## src/rtl/core/pkc_pkg.sv

```systemverilog
package pkc_pkg;

  localparam int MAX_LEN_DEF = 64;
  localparam int MAX_PARTS_DEF = 8;
  localparam logic [3:0] PART_COUNT_RESET = 4'd3;

  // per-cycle commands broadcast to every cell
  typedef struct packed {
    logic load;   // take the new byte, update palindrome bit, seed the OR wave
    logic shift;  // move the OR wave one cell toward cell 0
  } cell_ctl_t;

  typedef enum logic [1:0] {
    S_IDLE = 2'b01,
    S_RUN  = 2'b10
  } state_t;

endpackage

```

## src/rtl/core/pkc_cell.sv

```systemverilog
module pkc_cell #(
  parameter int MAX_LEN = pkc_pkg::MAX_LEN_DEF,
  parameter int MAX_PARTS = pkc_pkg::MAX_PARTS_DEF,
  parameter int IDX = 0,
  localparam int LW = $clog2(MAX_LEN + 1)
) (
  input  logic                  clk,
  input  pkc_pkg::cell_ctl_t    ctl,
  input  logic [LW-1:0]         length,
  input  logic [7:0]            char_byte,
  input  logic                  pal_in,
  output logic                  pal,
  input  logic [MAX_PARTS-1:0]  wave_in,
  output logic [MAX_PARTS-1:0]  wave,
  input  logic                  split_we,
  input  logic [MAX_PARTS-1:0]  split_wdata
);

  logic [7:0]           chr;
  logic [MAX_PARTS-1:0] split;
  logic                 here;
  logic                 near;
  logic                 active;
  logic                 same;
  logic                 pal_new;

  // length is the position of the byte being added
  assign here    = (length == LW'(IDX));
  assign near    = (length == LW'(IDX + 1));
  assign active  = (LW'(IDX) <= length);
  assign same    = here | (chr == char_byte);
  // spans of one or two bytes need only the end match
  assign pal_new = same & (here | near | pal_in);

  always_ff @(posedge clk) begin
    if (ctl.load) begin
      if (here) begin
        chr <= char_byte;
      end
      pal  <= pal_new;
      wave <= (active && pal_new) ? split : '0;
    end else if (ctl.shift) begin
      wave <= wave | wave_in;
    end
    if (split_we) begin
      split <= split_wdata;
    end
  end

endmodule

```

## src/rtl/core/palindrome_k_partition_check_unit.sv

```systemverilog
// Palindrome k-partition check.
// Input channel: one character per beat on char_byte, last_char high on the
// final character of a string. Output channel: one beat per string, carrying
// splittable (string splits into exactly part_count palindromes) and too_long
// (string had more than MAX_LEN characters; splittable is then 0).
// part_count is written with cfg_wen; the user must do so only while the
// block is idle, as the block does not enforce it; reset value 3. A row of
// MAX_LEN cells holds the characters, the palindrome column and the split
// table. On a beat every cell updates its palindrome bit at once; the OR
// over all starting positions then travels down the cell chain, one cell per
// cycle. A character at position p (from 0) keeps in_stall high after its
// beat while the wave travels from cell p to cell 0, then for its finish
// step; a dropped character of an overlong string has only the finish step.
// If the output beat is stalled when a new result is due, the block holds
// (in_stall stays high) until the waiting beat is taken.
// Reset (rst, synchronous) empties the string and the output; the stores
// themselves need no clearing.
module palindrome_k_partition_check_unit #(
  parameter int MAX_LEN = pkc_pkg::MAX_LEN_DEF,
  parameter int MAX_PARTS = pkc_pkg::MAX_PARTS_DEF
) (
  input  logic       clk,
  input  logic       rst,
  input  logic       in_valid,
  output logic       in_stall,
  input  logic [7:0] char_byte,
  input  logic       last_char,
  output logic       out_valid,
  input  logic       out_stall,
  output logic       splittable,
  output logic       too_long,
  input  logic       cfg_wen,
  input  logic [3:0] part_count
);

  localparam int LW = $clog2(MAX_LEN + 1);

  pkc_pkg::state_t    state;
  pkc_pkg::cell_ctl_t ctl;
  logic [LW-1:0]      length;
  logic [LW-1:0]      rem;
  logic               ovf;
  logic               last_hold;
  logic               drop_hold;
  logic [3:0]         parts;

  logic                 accept;
  logic                 full;
  logic                 finish;
  logic                 fin_wr;
  logic                 ok;
  logic [MAX_PARTS-1:0] acc;
  logic [MAX_PARTS-1:0] split_wdata;

  logic                 pal_a  [MAX_LEN+1];
  logic [MAX_PARTS-1:0] wave_a [MAX_LEN+1];

  assign in_stall = (state != pkc_pkg::S_IDLE);
  assign accept   = in_valid && !in_stall;
  assign full     = (length == LW'(MAX_LEN));

  assign ctl = '{load:  accept && !full,
                 shift: (state == pkc_pkg::S_RUN) && (rem != '0)};

  // hold a string's final finish step while a previous result still waits
  assign finish = (state == pkc_pkg::S_RUN) && (rem == '0) &&
                  (!last_hold || !out_valid || !out_stall);
  assign fin_wr = finish && !drop_hold;

  assign acc         = wave_a[0];
  assign split_wdata = MAX_PARTS'({acc, 1'b0});

  assign ok = !ovf && (parts != 4'd0) && (int'(parts) <= MAX_PARTS) &&
              (|(acc & (MAX_PARTS'(1) << (parts - 4'd1))));

  assign pal_a[MAX_LEN]  = 1'b0;
  assign wave_a[MAX_LEN] = '0;

  for (genvar j = 0; j < MAX_LEN; j++) begin : g_cell
    logic                 we;
    logic [MAX_PARTS-1:0] wd;
    if (j == 0) begin : g_first
      // the empty prefix splits into zero parts
      assign we = 1'b1;
      assign wd = MAX_PARTS'(1);
    end else begin : g_rest
      assign we = fin_wr && (length == LW'(j - 1));
      assign wd = split_wdata;
    end
    pkc_cell #(
      .MAX_LEN   (MAX_LEN),
      .MAX_PARTS (MAX_PARTS),
      .IDX       (j)
    ) u_cell (
      .clk         (clk),
      .ctl         (ctl),
      .length      (length),
      .char_byte   (char_byte),
      .pal_in      (pal_a[j+1]),
      .pal         (pal_a[j]),
      .wave_in     (wave_a[j+1]),
      .wave        (wave_a[j]),
      .split_we    (we),
      .split_wdata (wd)
    );
  end

  always_ff @(posedge clk) begin
    if (rst) begin
      state     <= pkc_pkg::S_IDLE;
      length    <= '0;
      rem       <= '0;
      ovf       <= 1'b0;
      last_hold <= 1'b0;
      drop_hold <= 1'b0;
      out_valid <= 1'b0;
      parts     <= pkc_pkg::PART_COUNT_RESET;
    end else begin
      if (cfg_wen) begin
        parts <= part_count;
      end
      if (out_valid && !out_stall && !(finish && last_hold)) begin
        out_valid <= 1'b0;
      end
      case (state)
        pkc_pkg::S_IDLE: begin
          if (accept) begin
            rem       <= full ? '0 : length;
            last_hold <= last_char;
            drop_hold <= full;
            if (full) begin
              ovf <= 1'b1;
            end
            state <= pkc_pkg::S_RUN;
          end
        end
        pkc_pkg::S_RUN: begin
          if (rem != '0) begin
            rem <= rem - LW'(1);
          end else if (finish) begin
            if (last_hold) begin
              out_valid <= 1'b1;
              length    <= '0;
              ovf       <= 1'b0;
            end else if (!drop_hold) begin
              length <= length + LW'(1);
            end
            state <= pkc_pkg::S_IDLE;
          end
        end
        default: begin
          state <= pkc_pkg::S_IDLE;
        end
      endcase
    end
  end

  // result payload, loaded with the beat
  always_ff @(posedge clk) begin
    if (finish && last_hold) begin
      splittable <= ok;
      too_long   <= ovf;
    end
  end

endmodule

```

## config.mk

```make
export PLATFORM = sky130hd
export DESIGN_NAME = palindrome_k_partition_check_unit
export DESIGN_NICKNAME = d
export VERILOG_FILES = /design/src/rtl/core/pkc_pkg.sv /design/src/rtl/core/pkc_cell.sv /design/src/rtl/core/palindrome_k_partition_check_unit.sv
export SDC_FILE = /design/constraint.sdc
export NUM_CORES = 2
export LEC_CHECK = 0
export ABC_AREA = 0
export BUFFER_PORTS_ARGS = -buffer_cell sky130_fd_sc_hd__buf_4
export CAP_MARGIN = 10
export CORE_UTILIZATION = 50
export CTS_CLUSTER_SIZE = 20
export DETAILED_ROUTE_END_ITERATION = 16
export PLACE_DENSITY = 0.65
export REMOVE_ABC_BUFFERS = 1
export SYNTH_ARGS = -nofsm -noshare
export SYNTH_HDL_FRONTEND = slang
export SYNTH_SLANG_ARGS = --single-unit
```

## constraint.sdc

```tcl
create_clock -name clk -period 10.1 [get_ports clk]
set_input_delay 0.505 -clock clk [delete_from_list [all_inputs] [get_ports clk]]
set_output_delay 0.505 -clock clk [all_outputs]
set_load 0.03 [all_outputs]
```

== Word level (Yosys, flattened, before mapping) ==
Cells that the tools add are included.

* $add $sub $neg: 3
* Multiply operators: 0
* Divide/modulo/power cells: 0
* Magnitude comparators: 65
* Equal/unequal tests: 138
* Shift-type cells: 1
* Mux-type cells: 210
* Bitwise operators: 320
* Reductions and logical operators: 225

{| class="wikitable"
|+ Operators by type and width
! cell !! count
|-
| 8-bit 2-to-1 mux || 188
|-
| 8-bit == test || 64
|-
| 8-bit bitwise OR || 63
|-
| 7-bit by 6-bit == test with 1-bit output (second input constant) || 32
|-
| 6-bit by 7-bit <= comparator with 1-bit output (first input constant) || 32
|-
| 1-bit bitwise OR || 191
|-
| 1-bit logical AND || 139
|-
| 2-bit AND reduction || 65
|-
| 7-bit by 5-bit == test with 1-bit output (second input constant) || 16
|-
| 5-bit by 7-bit <= comparator with 1-bit output (first input constant) || 16
|-
| 1-bit AND || 64
|-
| 7-bit by 4-bit == test with 1-bit output (second input constant) || 8
|-
| 4-bit by 7-bit <= comparator with 1-bit output (first input constant) || 8
|-
| 7-bit 2-to-1 mux || 5
|-
| 7-bit by 3-bit == test with 1-bit output (second input constant) || 4
|-
| 3-bit by 7-bit <= comparator with 1-bit output (first input constant) || 4
|-
| 7-bit by 2-bit == test with 1-bit output (second input constant) || 2
|-
| 1-bit by 7-bit <= comparator with 1-bit output (first input constant) || 2
|-
| 2-bit by 7-bit <= comparator with 1-bit output (first input constant) || 2
|-
| 7-bit zero test || 2
|-
| 7-bit case mux with 2 select lines || 1
|-
| 2-bit inequality test (second input constant) || 6
|-
| 1-bit 2-to-1 mux || 11
|-
| 8-bit AND || 1
|-
| other kinds (23) || 36
|}

* Register bits: 1,553
* Latch bits: 0
* Bits in writable memories: 0
* ROM bits: 0
* Input port bits: 18
* Logic and storage cells: 1,226
* Memories: 0

== Logic depth before layout (Yosys ltp) ==
* Depth after elaboration: 12
* Gate-level depth with buffers: 12
* Mapped depth without buffers: 8

== Worst setup path after synthesis ==
Ideal clock, no wire load.

* Kind: register to register
* Start: register length[1]
* End: register g_cell[0].u_cell.wave[1], enable pin
* Setup time: 623 ps
* Arrival time: 7,271 ps
* Slack: 2,206 ps
* Stages on the path, launching flop included: 11
* Clock period less this slack: 7,894 ps
* Cell sequence: dfxtp_1 > clkbuf_1 > inv_1 > ha_1 > buf_2 > nand4_1 > nand2_4 > inv_2 > buf_2 > clkbuf_1 > or2_2

* Word-level cells in the longest chain between the ends: 4

{| class="wikitable"
|+ RTL lines
! item !! RTL line !! RTL
|-
| start: declaration || palindrome_k_partition_check_unit.sv:40 || <nowiki>logic [LW-1:0] length;</nowiki>
|-
| start signal: assignment || palindrome_k_partition_check_unit.sv:146 || <nowiki>length <= length + LW'(1);</nowiki>
|-
| 7-bit == test || palindrome_k_partition_check_unit.sv:60 || <nowiki>assign full = (length == LW'(MAX_LEN));</nowiki>
|-
| 1-bit zero test || palindrome_k_partition_check_unit.sv:62 || <nowiki>assign ctl = '{load: accept && !full,</nowiki>
|-
| 1-bit logical AND || palindrome_k_partition_check_unit.sv:62 ||
|-
| 2-bit nonzero test (no source line) || -- ||
|-
| end signal: assignment || pkc_cell.sv:41 || <nowiki>wave <= (active && pal_new) ? split : '0;</nowiki>
|-
| end signal: assignment || pkc_cell.sv:43 || <nowiki>wave <= wave | wave_in;</nowiki>
|-
| end: declaration || pkc_cell.sv:14 || <nowiki>output logic [MAX_PARTS-1:0] wave,</nowiki>
|}

No other way between the ends.
A chain may end at the register's enable or synchronous reset.

== Worst setup path after layout ==
* Start: register length[1]
* End: register g_cell[58].u_cell.wave[4], data pin

* Word-level cells in the longest chain between the ends: 7
* Elaborated cells on any way between the ends: 13
* Classes of those cells: order compare: 1; eq/ne: 3; mux: 2; bitwise: 4; reduce/logical: 3

{| class="wikitable"
|+ RTL lines
! item !! RTL line !! RTL
|-
| 7-bit by 6-bit == test with 1-bit output, on equally long branches || pkc_cell.sv:28, pkc_cell.sv:29 ||
|-
| 1-bit bitwise OR (2 in series) || pkc_cell.sv:33 || <nowiki>assign pal_new = same & (here | near | pal_in);</nowiki>
|-
| 1-bit AND || pkc_cell.sv:33 ||
|-
| 1-bit logical AND || pkc_cell.sv:41 ||
|-
| 8-bit 2-to-1 mux || pkc_cell.sv:41 ||
|-
| 8-bit 2-to-1 mux * || pkc_cell.sv:36 || <nowiki>if (ctl.load) begin</nowiki>
|-
| end signal: assignment || pkc_cell.sv:41 ||
|-
| end signal: assignment || pkc_cell.sv:43 ||
|-
| end: declaration || pkc_cell.sv:14 ||
|}

Mark *: on every way between the ends. The rest lies on a longest branch, timed or not.

==> flow_metrics.env <==
export IMPL_status="finished clean"
export IMPL_finalNonFillerCells=6108
export IMPL_ys_flop_type="edfxtp_1"
export IMPL_dp_cells=5829
export IMPL_portBuffers=21
export IMPL_required_ns=10.68
export IMPL_drv_cap=0
export IMPL_hold_path_class="in2reg"
export IMPL_cts_resized_gates=0
export IMPL_wl_per_cell_um=23.7
export IMPL_hold_violations=0
export IMPL_multi_input_area_um2=16600
export IMPL_area_growth_pct=10.4
export IMPL_seq_area_frac_synth=0.715
export IMPL_overflow=0
export IMPL_crit_buf_inv=4
export IMPL_met2_usage=0.353
export IMPL_initial_core_util=0.504
export IMPL_grt_pass1_vias=34300
export IMPL_drv_slew=0
export IMPL_ant_nets=0
export IMPL_skew_ns=0.0214
export IMPL_syn_inst=4336
export IMPL_cts_tree="done"
export IMPL_gp_congestion=0.891
export IMPL_arrival_ns=6.54
export IMPL_synth_edf_count=1467
export IMPL_finalCoreUtilization=0.556
export IMPL_drtIter0Drc=3594
export IMPL_yosysWarnings=0
export IMPL_drc_errors=0
export IMPL_synth_top_area_share=0.707
export IMPL_rows=129
export IMPL_clockBufferDepth=3
export IMPL_grt_max_degree=206
export IMPL_critPathMaxFanout=176
export IMPL_antenna_found_initial=1
export IMPL_async_flop_share=0
export IMPL_crit_slowest_cell="dfxtp_1"
export IMPL_globalRoute_busiestLayer="met2"
export IMPL_drive_above_1_share=0.0942
export IMPL_num_io_pins=22
export IMPL_global_route_usage_met3=0.0398
export IMPL_period_needed_ns=5.95
export IMPL_grt_usage=0.230
export IMPL_final_common_cell="edfxtp_1"
export IMPL_cts_setup_buffers=0
export IMPL_grt_pass1_wl_mm=220
export IMPL_synth_area_leader_cell="edfxtp_1"
export IMPL_avgSynthCellArea_um2=14.4
export IMPL_post_route_period_util=0.589
export IMPL_final_nets=4382
export IMPL_hpwl_mm=88.1
export IMPL_clk_latency_ns=0.76
export IMPL_start_kind="flop"
export IMPL_cpLargestDelayFamily="buffers and inverters"
export IMPL_max_slew_margin_rel=0.107
export IMPL_crit_chain="inv_1, ha_1, nand4_1, nand2_8, inv_8, buf_12, buf_4, o31ai_1, a21oi_1, o2bb2ai_1"
export IMPL_clk_pin_slew_ns=0.06
export IMPL_syn_cell_area_um2=62300
export IMPL_synth_cell_types=92
export IMPL_setup_viol=0
export IMPL_power_per_cell_area_nw_per_um2=196
export IMPL_p_leak_nw=22.4
export IMPL_rsz0062_at_grt="no"
export IMPL_cts_max_level=4
export IMPL_num_vias=35700
export IMPL_max_stage_delay_ns=0.91
export IMPL_yosys_top_cells_area="edfxtp_1 (71%), xor2_1 (6.0%), nand2_1 (2.5%)"
export IMPL_drt_total_wl_mm=145
export IMPL_first_pass_iters=6
export IMPL_final_cell_mix="edfxtp_1 (1467), xor2_1 (425), nand2_1 (416)"
export IMPL_fp_dieW_um=355
export IMPL_clock_sinks=1491
export IMPL_die_area_um2=126000
export IMPL_cts_root_buf="clkbuf_16"
export IMPL_ys_ff_latch=1491
export IMPL_gr_usage_met1=0.339
export IMPL_n_antenna_cell=0
export IMPL_cp_end_kind="flop"
export IMPL_vias_per_cell=5.84
export IMPL_seqCellArea_um2=44500
export IMPL_worst_pin_slew_ns=1.34
export IMPL_cts_buffers_inserted=156
export IMPL_die_h_um=355
export IMPL_whs_ns=0.0488
export IMPL_core_area_um2=124000
export IMPL_peakVddDrop_mv=0.163
export IMPL_fillCellCount=9868
export IMPL_clock_fmax_ghz=0.168
export IMPL_path_class="reg2reg"
[final timing paths]
check                           slack [ns]  depth (start not counted)                        end      start
worst max-delay path                  4.15                         10  g_cell[58].u_cell.wave[4]  length[1]
worst min-delay path                  0.05                          3                   parts[3]    cfg_wen
worst max register to register        4.15                         10  g_cell[58].u_cell.wave[4]  length[1]
worst min register to register        0.48                          2                  drop_hold  drop_hold
[report_power, final]
group / leakage, nW / internal, mW / switching [mW]
Combinational: 6.30 / 0.264 / 0.569
Sequential: 13.7 / 7.11 / 0.126
Clock: 2.33 / 3.14 / 2.28
[metrics by stage]
stage	setup TNS (ns)	setup slack [ns]	cell area [um^2]	power, mW
after floorplan	-1972.77	-4.39	61100	7.88
after global placement	0	4.59	63900	8.18
after detailed placement	0	4.40	63900	8.20
after CTS	0	4.39	68700	13.6
after global routing	0	3.82	68700	13.9
final	0	4.15	68700	13.5
[worst min-delay path, cell delays in order]
cell and delay (ns):
buf_4 0.12, mux2i_1 0.07, nor2_1 0.07
[state kept, by name, indices dropped and copies added, names as in the netlist]
register and cells:
rem 7, out_valid 1, splittable 1, length 7
too_long 1, g_cell.u_cell.split 441, parts 4, g_cell.u_cell.chr 512
state 2, last_hold 1, g_cell.u_cell.wave 449, g_cell.u_cell.pal 63
drop_hold 1, ovf 1
[synthesized netlist by cell type (all sizes together), types with 17 or more instances]
library cell,count
edfxtp,1467
xor2,425
nand2,417
nor2,381
o21ai,314
a21boi,267
buf,133
nor4,121
o2bb2ai,98
xnor2,91
a21oi,89
clkbuf,83
o211ai,71
nor3,69
a31o,60
nand4,28
dfxtp,24
nor2b,17
[cell type report]
class | instances | share of cell area
Sequential cell | 1491 | 0.648
Timing Repair Buffer | 80 | 0.0103
Multi-Input combinational cell | 2614 | 0.241
Clock inverter | 77 | 0.00903
Tap cell | 1637 | 0.0298
Inverter | 15 | 0.000929
Clock buffer | 194 | 0.0607
[routing by layer]
metal,part of all wire,vias up,wire length (um)
met3,0.067,236,9670
met1,0.45,17900,65500
met2,0.46,1250,66400
met5,0.000090,-,13
li1,-,16300,-
met4,0.024,2,3460
[timing repair]
item	CTS	global route
hold buffers	6	0
endpoints found under the hold margin	4	0
setup endpoints to repair	0	0
[logic make-up after synthesis]
kind of cell / count (synthesis) / share of synthesized area
and+or+nand+nor: 1129 / 0.0830
muxes: 2 / 0.000321
DFF: 1491 / 0.715
buffers and inverters: 231 / 0.0194
AOI/OAI and AO/OA: 961 / 0.108
xor gates and xnor gates: 516 / 0.0726
adders and majority gates: 6 / 0.00121
Power figures use the tool's default switching activity.
